[src/rtl/core/aqts_pkg.sv]
// shared types and constants of the armed quarter trigger sequencer
package aqts_pkg;

   localparam int MV_W           = 15;
   localparam int CH_N           = 4;
   localparam int TRIG_N         = CH_N + 2;
   localparam int STEPS          = 16;
   localparam int POS_W          = $clog2(STEPS) + 1;
   localparam int CSR_IDX_W      = 2;
   localparam int CSR_DATA_W     = 16;
   localparam int PULSE_BITS_DEF = 16;

   localparam logic [POS_W-1:0]         POS_RESET      = POS_W'(STEPS);
   localparam logic [CSR_DATA_W-1:0]    PULSE_RESET    = CSR_DATA_W'(48);
   localparam logic signed [MV_W-1:0]   TRIG_HIGH_RST  = MV_W'(1000);
   localparam logic signed [MV_W-1:0]   TRIG_LOW_RST   = MV_W'(0);

   typedef enum logic [CSR_IDX_W-1:0] {
      CSR_GATE_MODE     = 2'd0,
      CSR_PULSE_SAMPLES = 2'd1,
      CSR_TRIG_HIGH     = 2'd2,
      CSR_TRIG_LOW      = 2'd3
   } csr_index_type;

   typedef struct packed {
      logic                     gate_mode;
      logic [CSR_DATA_W-1:0]    pulse_samples;
      logic signed [MV_W-1:0]   trig_high;
      logic signed [MV_W-1:0]   trig_low;
   } cfg_type;

   typedef struct packed {
      logic              clk_rise;
      logic              rst_rise;
      logic [CH_N-1:0]   arm_rise;
   } evt_type;

endpackage

[src/rtl/core/aqts_csr.sv]
// configuration registers
module aqts_csr (
   input  logic                            clock,
   input  logic                            reset,
   input  logic                            csr_valid,
   output logic                            csr_ready,
   input  logic [aqts_pkg::CSR_IDX_W-1:0]  csr_index,
   input  logic [aqts_pkg::CSR_DATA_W-1:0] csr_data,
   output aqts_pkg::cfg_type               cfg
);
   import aqts_pkg::*;

   cfg_type cfg_ff;
   cfg_type cfg_in;

   assign csr_ready = 1'b1;
   assign cfg       = cfg_ff;

   always_comb begin
      cfg_in = cfg_ff;
      if (csr_valid) begin
         unique case (csr_index_type'(csr_index))
            CSR_GATE_MODE:     cfg_in.gate_mode     = csr_data[0];
            CSR_PULSE_SAMPLES: cfg_in.pulse_samples = csr_data;
            CSR_TRIG_HIGH:     cfg_in.trig_high     = csr_data[MV_W-1:0];
            CSR_TRIG_LOW:      cfg_in.trig_low      = csr_data[MV_W-1:0];
            default:           cfg_in = cfg_ff;
         endcase
      end
   end

   always_ff @(posedge clock) begin
      if (reset) begin
         cfg_ff.gate_mode     <= 1'b0;
         cfg_ff.pulse_samples <= PULSE_RESET;
         cfg_ff.trig_high     <= TRIG_HIGH_RST;
         cfg_ff.trig_low      <= TRIG_LOW_RST;
      end else begin
         cfg_ff <= cfg_in;
      end
   end

endmodule

[src/rtl/core/aqts_trig.sv]
// schmitt triggers for clock, reset and the four arm inputs
module aqts_trig (
   input  logic                              clock,
   input  logic                              reset,
   input  logic                              fire,
   input  aqts_pkg::cfg_type                 cfg,
   input  logic signed [aqts_pkg::MV_W-1:0]  clock_mv,
   input  logic signed [aqts_pkg::MV_W-1:0]  reset_mv,
   input  logic signed [aqts_pkg::MV_W-1:0]  arm_mv [aqts_pkg::CH_N],
   output aqts_pkg::evt_type                 evt
);
   import aqts_pkg::*;

   logic [TRIG_N-1:0] state_ff;
   logic [TRIG_N-1:0] state_in;

   // returns {rise, new state}
   function automatic logic [1:0] schmitt(input logic cur, input logic signed [MV_W-1:0] mv,
                                          input logic signed [MV_W-1:0] hi,
                                          input logic signed [MV_W-1:0] lo);
      logic [1:0] r;
      r = {1'b0, cur};
      if (cur) begin
         if (mv <= lo) r = 2'b00;
      end else if (mv >= hi) begin
         r = 2'b11;
      end
      return r;
   endfunction

   always_comb begin
      logic [1:0]        r_rst;
      logic [1:0]        r_clk;
      logic [1:0]        r_arm;
      logic [TRIG_N-1:0] st;
      st    = state_ff;
      r_rst = schmitt(state_ff[1], reset_mv, cfg.trig_high, cfg.trig_low);
      r_clk = schmitt(state_ff[0], clock_mv, cfg.trig_high, cfg.trig_low);
      st[1] = r_rst[0];
      st[0] = r_clk[0];
      evt.rst_rise = r_rst[1];
      evt.clk_rise = r_clk[1];
      for (int i = 0; i < CH_N; i++) begin
         // a reset edge drops the arm triggers before they see this sample
         r_arm = schmitt(state_ff[2+i] & ~r_rst[1], arm_mv[i], cfg.trig_high, cfg.trig_low);
         st[2+i]         = r_arm[0];
         evt.arm_rise[i] = r_arm[1];
      end
      state_in = fire ? st : state_ff;
   end

   always_ff @(posedge clock) begin
      if (reset) begin
         state_ff <= '0;
      end else begin
         state_ff <= state_in;
      end
   end

endmodule

[src/rtl/core/aqts_seq.sv]
// step position, arm and gate flags, pulse timers
module aqts_seq #(
   parameter int PULSE_BITS = aqts_pkg::PULSE_BITS_DEF
) (
   input  logic                          clock,
   input  logic                          reset,
   input  logic                          fire,
   input  aqts_pkg::cfg_type             cfg,
   input  aqts_pkg::evt_type             evt,
   input  logic [aqts_pkg::CH_N-1:0]     arm_buttons,
   output logic [aqts_pkg::CH_N-1:0]     out_gates,
   output logic [aqts_pkg::CH_N-1:0]     armed_lights,
   output logic [aqts_pkg::POS_W-1:0]    position
);
   import aqts_pkg::*;

   localparam int LW = (PULSE_BITS > CSR_DATA_W) ? PULSE_BITS : CSR_DATA_W;
   localparam logic [LW-1:0] PMAX = LW'({PULSE_BITS{1'b1}});

   logic [POS_W-1:0]      pos_ff,   pos_in;
   logic [CH_N-1:0]       armed_ff, armed_in;
   logic [CH_N-1:0]       gate_ff,  gate_in;
   logic [PULSE_BITS-1:0] pulse_ff [CH_N];
   logic [PULSE_BITS-1:0] pulse_in [CH_N];
   logic [PULSE_BITS-1:0] len;

   // pulse length saturated to the timer range
   always_comb begin
      logic [LW-1:0] ext;
      ext = LW'(cfg.pulse_samples);
      len = (ext > PMAX) ? PULSE_BITS'(PMAX) : PULSE_BITS'(ext);
   end

   always_comb begin
      logic [POS_W-1:0]      pos;
      logic [CH_N-1:0]       armed;
      logic [CH_N-1:0]       gate;
      logic [PULSE_BITS-1:0] pulse [CH_N];
      logic [CH_N-1:0]       outs;
      logic [1:0]            ch;
      pos   = pos_ff;
      armed = armed_ff;
      gate  = gate_ff;
      pulse = pulse_ff;
      outs  = '0;
      ch    = '0;
      if (evt.rst_rise) begin
         pos   = POS_RESET;
         armed = '0;
         gate  = '0;
      end
      if (evt.clk_rise) begin
         pos = (pos >= POS_W'(STEPS - 1)) ? '0 : pos + POS_W'(1);
         if (pos[1:0] == 2'd0) begin
            ch = pos[3:2];
            // previous quarter's gate closes
            gate[ch - 2'd1] = 1'b0;
            if (armed[ch]) begin
               if (len > pulse[ch]) pulse[ch] = len;
               if (cfg.gate_mode) gate[ch] = 1'b1;
               armed[ch] = 1'b0;
            end
         end
      end
      for (int i = 0; i < CH_N; i++) begin
         armed[i] = armed[i] | arm_buttons[i] | evt.arm_rise[i];
         outs[i]  = (pulse[i] != '0) | gate[i];
         if (pulse[i] != '0) pulse[i] = pulse[i] - PULSE_BITS'(1);
      end
      out_gates    = outs;
      armed_lights = armed;
      position     = pos;
      pos_in   = fire ? pos   : pos_ff;
      armed_in = fire ? armed : armed_ff;
      gate_in  = fire ? gate  : gate_ff;
      for (int i = 0; i < CH_N; i++) pulse_in[i] = fire ? pulse[i] : pulse_ff[i];
   end

   always_ff @(posedge clock) begin
      if (reset) begin
         pos_ff   <= POS_RESET;
         armed_ff <= '0;
         gate_ff  <= '0;
         for (int i = 0; i < CH_N; i++) pulse_ff[i] <= '0;
      end else begin
         pos_ff   <= pos_in;
         armed_ff <= armed_in;
         gate_ff  <= gate_in;
         pulse_ff <= pulse_in;
      end
   end

endmodule

[src/rtl/core/armed_quarter_trigger_sequencer_core.sv]
// top level of the armed quarter trigger sequencer
//
//   channel  direction  handshake          payload
//   req      in         req_valid/stall    clock, reset, arm0..3 mv, arm_buttons
//   rsp      out        rsp_valid/stall    out_gates, armed_lights, position
//   csr      in         csr_valid/ready    csr_index, csr_data
//
// one item per cycle while rsp is not stalled; a taken item reaches rsp in this order
// (input register, then trigger and sequencer logic into the result register)
// the state loop (triggers, position, flags, timers) updates its registers on each fired item
// synchronous reset clears control state and restores register defaults
// a stalled result holds the item in the input register, which stalls req
module armed_quarter_trigger_sequencer_core #(
   parameter int PULSE_BITS = aqts_pkg::PULSE_BITS_DEF
) (
   input  logic                                clock,
   input  logic                                reset,
   input  logic                                req_valid,
   output logic                                req_stall,
   input  logic signed [aqts_pkg::MV_W-1:0]    req_clock_mv,
   input  logic signed [aqts_pkg::MV_W-1:0]    req_reset_mv,
   input  logic signed [aqts_pkg::MV_W-1:0]    req_arm0_mv,
   input  logic signed [aqts_pkg::MV_W-1:0]    req_arm1_mv,
   input  logic signed [aqts_pkg::MV_W-1:0]    req_arm2_mv,
   input  logic signed [aqts_pkg::MV_W-1:0]    req_arm3_mv,
   input  logic [aqts_pkg::CH_N-1:0]           req_arm_buttons,
   output logic                                rsp_valid,
   input  logic                                rsp_stall,
   output logic [aqts_pkg::CH_N-1:0]           rsp_out_gates,
   output logic [aqts_pkg::CH_N-1:0]           rsp_armed_lights,
   output logic [aqts_pkg::POS_W-1:0]          rsp_position,
   input  logic                                csr_valid,
   output logic                                csr_ready,
   input  logic [aqts_pkg::CSR_IDX_W-1:0]      csr_index,
   input  logic [aqts_pkg::CSR_DATA_W-1:0]     csr_data
);
   import aqts_pkg::*;

   cfg_type cfg;
   evt_type evt;

   logic                   in_valid_ff, in_valid_in;
   logic signed [MV_W-1:0] clock_mv_ff, reset_mv_ff;
   logic signed [MV_W-1:0] arm_mv_ff [CH_N];
   logic [CH_N-1:0]        buttons_ff;

   logic                   rsp_valid_ff, rsp_valid_in;
   logic [CH_N-1:0]        gates_ff, lights_ff;
   logic [POS_W-1:0]       pos_ff;
   logic [CH_N-1:0]        gates_nx, lights_nx;
   logic [POS_W-1:0]       pos_nx;

   logic take, fire, rsp_open;

   assign take      = req_valid && !req_stall;
   assign rsp_open  = !rsp_valid_ff || !rsp_stall;
   assign fire      = in_valid_ff && rsp_open;
   assign req_stall = in_valid_ff && !rsp_open;

   assign in_valid_in  = take | (in_valid_ff & ~fire);
   assign rsp_valid_in = fire | (rsp_valid_ff & rsp_stall);

   always_ff @(posedge clock) begin
      if (reset) begin
         in_valid_ff  <= 1'b0;
         rsp_valid_ff <= 1'b0;
      end else begin
         in_valid_ff  <= in_valid_in;
         rsp_valid_ff <= rsp_valid_in;
      end
   end

   always_ff @(posedge clock) begin
      if (take) begin
         clock_mv_ff  <= req_clock_mv;
         reset_mv_ff  <= req_reset_mv;
         arm_mv_ff[0] <= req_arm0_mv;
         arm_mv_ff[1] <= req_arm1_mv;
         arm_mv_ff[2] <= req_arm2_mv;
         arm_mv_ff[3] <= req_arm3_mv;
         buttons_ff   <= req_arm_buttons;
      end
      if (fire) begin
         gates_ff  <= gates_nx;
         lights_ff <= lights_nx;
         pos_ff    <= pos_nx;
      end
   end

   aqts_csr u_csr (
      .clock     (clock),
      .reset     (reset),
      .csr_valid (csr_valid),
      .csr_ready (csr_ready),
      .csr_index (csr_index),
      .csr_data  (csr_data),
      .cfg       (cfg)
   );

   aqts_trig u_trig (
      .clock    (clock),
      .reset    (reset),
      .fire     (fire),
      .cfg      (cfg),
      .clock_mv (clock_mv_ff),
      .reset_mv (reset_mv_ff),
      .arm_mv   (arm_mv_ff),
      .evt      (evt)
   );

   aqts_seq #(
      .PULSE_BITS (PULSE_BITS)
   ) u_seq (
      .clock        (clock),
      .reset        (reset),
      .fire         (fire),
      .cfg          (cfg),
      .evt          (evt),
      .arm_buttons  (buttons_ff),
      .out_gates    (gates_nx),
      .armed_lights (lights_nx),
      .position     (pos_nx)
   );

   assign rsp_valid        = rsp_valid_ff;
   assign rsp_out_gates    = gates_ff;
   assign rsp_armed_lights = lights_ff;
   assign rsp_position     = pos_ff;

   a_fire_gives_result: assert property (@(posedge clock) disable iff (reset)
      fire |=> rsp_valid)
      else $error("item in input register did not reach the result register");

   a_position_range: assert property (@(posedge clock) disable iff (reset)
      rsp_valid |-> (rsp_position <= POS_W'(STEPS)))
      else $error("position beyond reset value");

   a_stall_only_when_full: assert property (@(posedge clock) disable iff (reset)
      req_stall |-> (in_valid_ff && rsp_valid_ff && rsp_stall))
      else $error("req stalled without a blocked result");

endmodule
[config.mk]
export PLATFORM = sky130hd
export DESIGN_NAME = armed_quarter_trigger_sequencer_core
export DESIGN_NICKNAME = d
export VERILOG_FILES = /design/src/rtl/core/aqts_pkg.sv /design/src/rtl/core/aqts_csr.sv /design/src/rtl/core/aqts_trig.sv /design/src/rtl/core/aqts_seq.sv /design/src/rtl/core/armed_quarter_trigger_sequencer_core.sv
export SDC_FILE = /design/constraint.sdc
export NUM_CORES = 1
export LEC_CHECK = 0
export BUFFER_PORTS_ARGS = -buffer_cell sky130_fd_sc_hd__clkbuf_2
export CORE_MARGIN = 4
export CORE_UTILIZATION = 50
export CTS_BUF_LIST = sky130_fd_sc_hd__clkbuf_4 sky130_fd_sc_hd__clkbuf_8 sky130_fd_sc_hd__clkbuf_16
export CTS_CLUSTER_DIAMETER = 80
export CTS_CLUSTER_SIZE = 8
export DETAILED_ROUTE_END_ITERATION = 8
export GPL_ROUTABILITY_DRIVEN = 0
export GPL_TIMING_DRIVEN = 0
export PLACE_DENSITY = 0.7
export SYNTH_ARGS = -nofsm -noshare
export SYNTH_HDL_FRONTEND = slang
export SYNTH_SLANG_ARGS = --single-unit
[constraint.sdc]
create_clock -name clock -period 8.8 [get_ports clock]
set_clock_uncertainty 0.1 [all_clocks]
set_input_delay 0 -clock clock [delete_from_list [all_inputs] [get_ports clock]]
set_output_delay 0 -clock clock [all_outputs]
set_load 0.005 [all_outputs]
### Word-level counts from Yosys, hierarchy flattened

Cells that the tools add are included.
W data, S select, Z words.

| cells by class | value |
|---|---|
| magnitude comparators | 21 |
| reduce and logical (&&, ||, !) cells | 21 |
| add/subtract/negate cells | 6 |
| eq/ne operators | 3 |
| muxes and demuxes | 51 |
| bitwise gates (word level) | 28 |

Operators by type and width:

| kind | count |
|---|---|
| $mux W64 | 4 |
| $mux W16 | 8 |
| $ge A15 B15 Y1 | 6 |
| $le A15 B15 Y1 | 6 |
| $bwmux W64 | 1 |
| $reduce_bool A16 Y1 | 4 |
| $sub A16 B1 Y16 const B | 4 |
| $mux W4 | 9 |
| $bmux W16 S2 | 1 |
| $demux W16 S2 | 1 |
| $mux W2 | 12 |
| $gt A16 B16 Y1 | 1 |
| $gt A16 B16 Y1 const B | 1 |
| $mux W5 | 3 |
| $or A1 B1 Y1 | 14 |
| $mux W1 | 9 |
| $and A4 B4 Y4 | 2 |
| $not A4 Y4 | 2 |
| $reduce_and A2 Y1 | 4 |
| $and A1 B1 Y1 | 6 |
| $logic_and A1 B1 Y1 | 6 |
| $lt A2 B3 Y1 const B | 2 |
| $add A5 B1 Y5 const B | 1 |
| $ge A5 B4 Y1 const B | 1 |
| other kinds (14) | 22 |

| storage, ports and cells | value |
|---|---|
| output and inout bits | 16 |
| logic and storage cells | 154 |
| bits of input ports | 117 |
| register bits | 239 |

### Logic depth before layout (Yosys ltp)

Gate-level depths: netlist of the first run.

| logic depth | value |
|---|---|
| word-level depth | 19 |
| gate-level depth with buffers | 40 |

### Cells and area by module

Synthesis of the first run repeated with hierarchy kept, for this count alone.

| second synthesis, totals | value |
|---|---|
| cells, all modules | 1853 |
| area total of the unflattened synthesis | 16524.6 µm² |

By module, submodules not included:

| module | area an instance (µm²) | cells an instance | instances |
|---|---|---|---|
| aqts_seq | 7021.7 | 1029 | 1 |
| aqts_trig | 4264.1 | 522 | 1 |
| armed_quarter_trigger_sequencer_core | 3299.4 | 117 | 1 |
| aqts_csr | 1939.4 | 185 | 1 |

### Least setup slack after synthesis of the first run

OpenSTA, ideal clock, no wires.

| timing path | value |
|---|---|
| path type | reg-to-reg |
| start | register u_csr.cfg_ff, in the netlist u_csr.cfg[17] |
| end | register u_seq.pulse_ff[55] (netlist bit) |
| setup time | 0.117 ns |
| path slack | 0.418 ns |
| required time | 8.583 ns |
| cell stages (with the launch flop) | 39 |
| arrival time | 8.164 ns |
| buffers on the path | 9 |
| path through | dfxtp_1 inv_1 ha_1 a21o_1 a31oi_1 o21ai_0 a221oi_1 or2_2 clkbuf_1 clkbuf_1 buf_1 and2_1 ha_1 buf_6 o31ai_1 a311oi_1 and2_1 clkbuf_1 [3 not listed] ha_1 nand4_1 or2_1 a211oi_1 nor4_1 a211oi_2 and4_1 buf_2 buf_1 mux2i_1 ha_1 a31oi_1 nor3b_1 mux2i_1 clkbuf_1 o21ai_0 o311ai_0 a32o_1 |

| between the ends | value |
|---|---|
| word-level cells in the longest chain between the ends | 18 |

Ends and longest elaborated chain:

| element | RTL line | RTL |
|---|---|---|
| start: declaration | aqts_csr.sv:13 | `cfg_type cfg_ff;` |
| start signal: assignment | aqts_csr.sv:39 | `cfg_ff <= cfg_in;` |
| branches (longest 15 deep; another with $gt A16 B16 Y1) | - |  |
| $mux W64 * | aqts_seq.sv:52 | `if (evt.clk_rise) begin` |
| $sub A16 B1 Y16 or $reduce_bool A16 Y1 (tied branches) | aqts_seq.sv:68 | `if (pulse[i] != '0) pulse[i] = pulse[i] - PULSE_BITS'(1);` |
| $mux W16 * | aqts_seq.sv:68 |  |
| end signal: assignment | aqts_seq.sv:89 | `pulse_ff <= pulse_in;` |
| end: declaration | aqts_seq.sv:23 | `logic [PULSE_BITS-1:0] pulse_ff [CH_N];` |

Every way passes the cells marked *. The select of a mux whose other input is x is not followed.
A chain may end at the register's enable or synchronous reset.

### Worst setup path after layout of the first run

| timing path | value |
|---|---|
| start | register u_csr.cfg_ff, in the netlist u_csr.cfg[17] |
| end | register u_seq.pulse_ff[45] (netlist bit) |

Same word-level chain as after synthesis.

==> results of run 1 <==
-- cells in the mapped netlist (7+ instances only) --
cell type	n	area, sq um
and4_1	7	61.3
xor2_1	10	87.6
a2111oi_0	8	70.1
buf_2	11	55.1
and2_1	9	56.3
and3_1	10	62.6
ha_1	205	2560
o21ai_0	94	470
buf_1	14	52.6
nor3_1	41	205
a211oi_1	18	135
o22a_1	11	96.3
a21oi_1	170	851
clkbuf_1	79	297
nand4_1	40	250
o2111ai_1	9	78.8
a32oi_1	7	61.3
or2_2	13	81.3
o21a_1	38	285
a31oi_1	20	125
o22ai_1	17	106
mux2i_1	36	360
nand4b_1	7	61.3
nand2b_1	14	87.6
nand2_1	227	852
a21o_1	29	218
edfxtp_1	107	3210
o211ai_1	35	263
mux2_2	18	203
nor3b_1	13	97.6
nor2b_1	28	175
o31ai_1	7	52.6
or4_1	9	67.6
inv_1	60	225
dfxtp_1	132	2640
o221ai_1	11	96.3
xnor2_1	7	61.3
or3_1	26	163
nor4_1	21	131
nor2_1	130	488
nand3b_1	9	67.6
nand3_1	49	245
-- cell type report --
cell class,instances,area share [%]
timing repair buffer,274,10.0
buffer,101,2.15
clock buffer,52,4.88
multi-input combinational,1492,50.3
inverter,60,1.10
tap,442,2.69
sequential,239,28.5
antenna,2,0.0244
clock inverter,3,0.268
-- logic make-up after synthesis --
logic type	count (synthesis)	synth area share [%]
XOR/XNOR	17	0.893
buffers and inverters	166	3.89
AO/OA/AOI/OAI	540	21.0
flip-flops	239	35.1
other	1	0.0225
adder cells (fa/ha/maj)	205	15.4
multiplexers	62	3.95
AND/OR/NAND/NOR	667	19.8
-- per-stage QoR --
stage	area [sq um]	utilization, %	hold slack (ns)	setup WS, ns	setup TNS [ns]
after CTS	20400	62.2	0.0554	0.000441	0
after global placement	17900	54.7	0.0764	-2.98	-132.39
after detailed placement	17900	54.9	0.0786	-2.98	-133.30
after floorplan	16700	-	-0.00113	0.418	0
after global routing	20500	62.8	0.0699	-0.0479	-0.0479
final	20500	62.8	0.0681	0.379	0
-- placed cells by master, fill, tap and decap left out, types with 10 or more instances in the layout --
cell type and n:
dfxtp_1 131, a21oi_1 170, xor2_1 10, mux2_2 18
clkbuf_2 133, and3_1 10, clkbuf_1 70, nand4_1 40
nand2_1 227, nor2b_1 27, clkbuf_16 35, o22a_1 10
a21o_1 29, a31oi_1 19, buf_1 10, nor2_1 130
o211ai_1 35, nor3_1 39, buf_4 21, mux2i_1 31
dlygate4sd3_1 123, clkbuf_4 21, o22ai_1 17, or2_2 12
o21ai_0 93, ha_1 203, edfxtp_1 107, nor3b_1 11
nor4_1 19, nand3_1 49, a211oi_1 18, nand2b_1 14
o221ai_1 11, inv_1 58, or3_1 24, o21a_1 38
-- critical path, delay by kind of cell, from the launching register on --
family / cells / cell delay (ns)
compound gates: 13 / 2.98
fa+ha+maj: 4 / 1.17
buf+inv: 5 / 0.93
flops: 1 / 0.35
mux: 2 / 0.69
simple gates: 10 / 2.07
-- metal layers --
| metal | vias to the layer above | GRT usage [%] | share of wire, % |
|---|---|---|---|
| li1 | 7745 | - | - |
| met5 | - | 0 | 0.026 |
| met3 | 351 | 7.95 | 11 |
| met4 | 2 | 23.7 | 8.9 |
| met1 | 8036 | 41.5 | 36 |
| met2 | 1217 | 55.4 | 44 |
-- how the worst max path moves through the flow --
| stage | end | slack [ns] | depth (start not counted) |
|---|---|---|---|
| floorplan | u_seq.pulse_ff[55] | 0.42 | 38 |
| global placement | u_seq.pulse_ff[55] | -2.98 | 38 |
| detailed placement | u_seq.pulse_ff[55] | -2.98 | 38 |
| CTS | u_seq.pulse_ff[29] | 0.0004 | 37 |
| global route | u_seq.pulse_ff[45] | -0.05 | 34 |
| finish | u_seq.pulse_ff[45] | 0.38 | 34 |
-- repair_timing --
item	in CTS	in global routing
pin swaps	3	8
hold endpoints to repair	173	0
hold buffers	123	0
buffers inserted	5	13
setup endpoints to repair	68	68
gates resized for setup	32	27
-- registers in the layout (all words and copies together) (netlist names) --
signal	count
rsp_out_gates	4
u_seq.pos_ff	5
u_csr.cfg	47
buttons_ff	4
u_seq.armed_ff	4
u_trig.state_ff	6
reset_mv_ff	15
arm_mv_ff	60
rsp_position	5
u_seq.gate_ff	4
rsp_valid	1
in_valid_ff	1
u_seq.pulse_ff	64
rsp_armed_lights	4
clock_mv_ff	15
-- power breakdown --
group / switching (mW) / total (mW) / internal (mW)
Combinational: 1.50 / 2.62 / 1.11
Clock: 0.530 / 1.32 / 0.790
Sequential: 0.222 / 1.56 / 1.34
==> results.yml, run 1 <==
die:
  start_util_pct: 51.0
  die_width_um: 191
  die_h_um: 191
  row_count: 66
  core_sq_um: 32700
  dieArea_sq_um: 36300
  ioPinCount: 133
cts:
  root_buffer: "clkbuf_16"
  htreeDepth: 2
  clock_sinks: 239
  clkTransAtPathRegs_ns: 0.05
  cts_tree: "yes"
  clock_latency_ns: 0.55
  cts_buffers: 35
  clockBufferDepth: 3
power_and_ir_drop:
  vdd.ir_drop.worst_uv: 224
  p_leak_nw: 8.08
  p_per_area_nw_per_um2: 268
  p_total_mw: 5.50
run_status:
  status: "completed"
logic_synthesis:
  synthCells: 1897
  async_reset_ff_share_pct: 0
  synth_cell_types: 86
  syn_nets: 2219
  ys_ff_latch: 239
  synth_ff_type: "dfxtp_1"
  synth_edf_count: 107
  ys_seq_area_share_pct: 35.1
  avgSynthCellArea_sq_um: 8.79
  synth_warnings: 0
  syn_area_sq_um: 16700
critical_path:
  crit_start: "u_csr.cfg[17]"
  critPathRequiredTime_ns: 9.13
  rrSetupSlack_ns: 0.38
  path_common_cell: "ha_1"
  critPathKind: "reg -> reg"
  arrival_ns: 8.75
  cpMaxStageDelayCell: "a221oi_4"
  reg2reg_from: "u_csr.cfg[17]"
  max_stage_delay_ns: 0.40
  reg2reg_to: "u_seq.pulse_ff[45]"
  startpoint_type: "register"
  cp_max_fo: 10
  cp-end-kind: "register"
  r2r_cells: 34
hold_path:
  holdCritPathClass: "in -> reg"
  hp-start: "req_reset_mv[4]"
  hold_depth: 2
  whs_endpoint: "reset_mv_ff[4]"
drt:
  vias: 17400
  first_iter_violations: 2196
  ant_nets: 0
  drc: 0
  via_per_inst: 6.51
  routed_wl_um: 64500
  wl_per_cell_um: 24.2
  dr.pass1.iters: 6
sta:
  fin_crit_sh_pct: 95.7
  max-slew-margin-rel_pct: 26.5
  min_period_ns: 8.42
  setup_viol: 0
  hold_viol_final: 0
  maxSlewViolCount: 0
  timing.fmax_ghz: 0.119
  rsz0062_at_grt: "yes"
  worstMarginPinSlew_ns: 1.09
layout:
  drive_above_1_share_pct: 13.4
  area_delta_synth_final_pct: 23.1
  finalNonFillerCells: 2665
  regArea_sq_um: 5860
  multi_input_area_sq_um: 10300
  fill_cells: 2709
  fin_nets: 2525
grt:
  grt_usage_pct: 34.6
  grt_max_degree: 39
  grt_pass1_vias: 17100
  grt_first_pass_wirelength_um: 98100
  overflow: 0
  grt_antenna_before_repair: 2
placed_design:
  dpl.cell_count: 2472
  portBuffers: 131
  dpl.hpwl_um: 45600
flow_run:
  max_cap_violations: 0
(Power assumes the default switching activity.)
==> run 2, diff against run 1 <==
Settings changed: PLACE_DENSITY 0.7 to 0.78.
==> run 2 against run 1 <==
The run now ends with design-rule violations left; hold slack improved by 0.014 ns; global-route usage rose by 0.56 points; flip-flop and latch count unchanged; critical path type unchanged; clock power barely moved; critical endpoint is now u_seq.pulse_ff[23]; utilization fell by 0.24 points; combinational power rose by 2%; power grew 0.83%.
==> results.yml, run 2 (synthesis gave the netlist of run 1 again) <==
run_status:
  status: "finished, violations left"
  failed_checks: "design-rule violations"
power_and_ir_drop:
  p_total_mw: 5.54
  p_leak_nw: 8.06
  p_per_area_nw_per_um2: 271
  vdd.ir_drop.worst_uv: 194
cts:
  root_buffer: "clkbuf_16"
  clock_latency_ns: 0.55
  htreeDepth: 2
  clockBufferDepth: 3
  cts_tree: "yes"
  cts_buffers: 35
  clock_sinks: 239
  clkTransAtPathRegs_ns: 0.06
critical_path:
  cp_max_fo: 19
  cpMaxStageDelayCell: "nor3_1"
  r2r_cells: 37
  critPathKind: "reg -> reg"
  critPathRequiredTime_ns: 9.10
  max_stage_delay_ns: 0.51
  cp-end-kind: "register"
  startpoint_type: "register"
  arrival_ns: 9.01
drt:
  dr.pass1.iters: 9
  via_per_inst: 6.76
  vias: 18000
  wl_per_cell_um: 25.0
  routed_wl_um: 66400
  drc: 5
  ant_nets: 0
  first_iter_violations: 2441
die:
  dieArea_sq_um: 36300
  ioPinCount: 133
  start_util_pct: 51.0
  die_h_um: 191
  row_count: 66
  die_width_um: 191
  core_sq_um: 32700
layout:
  drive_above_1_share_pct: 13.3
  area_delta_synth_final_pct: 22.7
  diodes: 0
  fin_nets: 2523
  largest_reg_flops: 64
  layout_common_cells: "nand2_1, ha_1, a21oi_1"
  top_register: "u_seq.pulse_ff"
  fill_cells: 2658
  layout_commonest_cell: "nand2_1"
grt:
  overflow: 0
  grt_max_degree: 38
  grt_usage_pct: 35.2
  grt_pass1_vias: 17700
  grt_antenna_before_repair: 0
  grt_first_pass_wirelength_um: 100000
sta:
  fin_crit_sh_pct: 99.0
  timing.fmax_ghz: 0.115
  setup_slack_ns: 0.0876
  min_period_ns: 8.71
  worstMarginPinSlew_ns: 1.10
  setup_viol: 0
  hold_viol_final: 0
  max-slew-margin-rel_pct: 25.7
  maxSlewViolCount: 0
flow_run:
  max_cap_violations: 0
placed_design:
  pre_cts_slack_ns: -2.81
  portBuffers: 131
  dpl.hpwl_um: 45000
hold_path:
  hold_depth: 2
  holdCritPathClass: "in -> reg"
-- run 2: cell count changes in the layout (fill, tap and decap cells not counted), sizes merged --
cell / delta
clkinvlp: +1
diode: -2
clkinv: -1
inv: -1
dlygate4sd3: -3
-- run 2: repair_timing --
action / in CTS / in global routing
setup buffers: 5 / 14
pin swaps: 2 / 7
setup endpoints to repair: 68 / 57
hold endpoints to repair: 173 / 0
resized for setup: 16 / 33
hold buffers: 120 / 0
-- run 2: path summary, 6_finish.rpt --
path	to	slack [ns]	from
hold reg to reg	u_csr.cfg[10]	0.36	u_csr.cfg[10]
setup reg to reg	u_seq.pulse_ff[23]	0.09	u_csr.cfg[19]
setup / recovery	u_seq.pulse_ff[23]	0.09	u_csr.cfg[19]
hold / removal	arm_mv_ff[14]	0.08	req_arm3_mv[14]
-- run 2: final cells by class --
class,instances,area [sq um],area share (%)
multi-input combinational,1492,10300,50.4
sequential,239,5860,28.6
timing repair buffer,272,2040,9.97
clock buffer,51,1010,4.95
tap,442,553,2.70
buffer,101,433,2.12
inverter,60,229,1.12
clock inverter,2,25.0,0.122
-- run 2: metal layers --
layer | wire length [um] | vias up | global-route usage [%]
met5 | 0 | - | 0
met4 | 6260 | 0 | 25.0
met3 | 8170 | 510 | 10.5
met2 | 28800 | 1471 | 55.7
met1 | 23100 | 8245 | 40.7
li1 | - | 7748 | -
-- run 2: power breakdown --
group,total (mW),internal (mW),switching (mW),leakage (nW)
combinational,2.66,1.10,1.55,5.42
clock,1.31,0.792,0.522,0.524
sequential,1.57,1.34,0.237,2.11
total,5.54,3.23,2.31,8.06
-- run 2: stage by stage --
step / util, % / hold slack [ns] / area (sq um) / setup TNS (ns) / instances
after floorplan: - / -0.00113 / 16700 / 0 / 1897
after CTS: 61.9 / 0.0697 / 20300 / 0 / 2645
after global routing: 62.6 / 0.0825 / 20500 / -0.125 / 2659
after global placement: 54.7 / 0.0765 / 17900 / -116.20 / 2470
after detailed placement: 54.9 / 0.0786 / 17900 / -123.44 / 2472
final: 62.6 / 0.0817 / 20500 / 0 / 2659
-- run 2: critical path: cells and delay by family (launching register included) --
| kind | cells | cell delay (ns) |
|---|---|---|
| and+or+nand+nor | 12 | 2.48 |
| AOI/OAI and AO/OA | 12 | 2.43 |
| buffers and inverters | 7 | 1.42 |
| adders and majority gates | 4 | 1.20 |
| muxes | 2 | 0.52 |
| DFF | 1 | 0.39 |
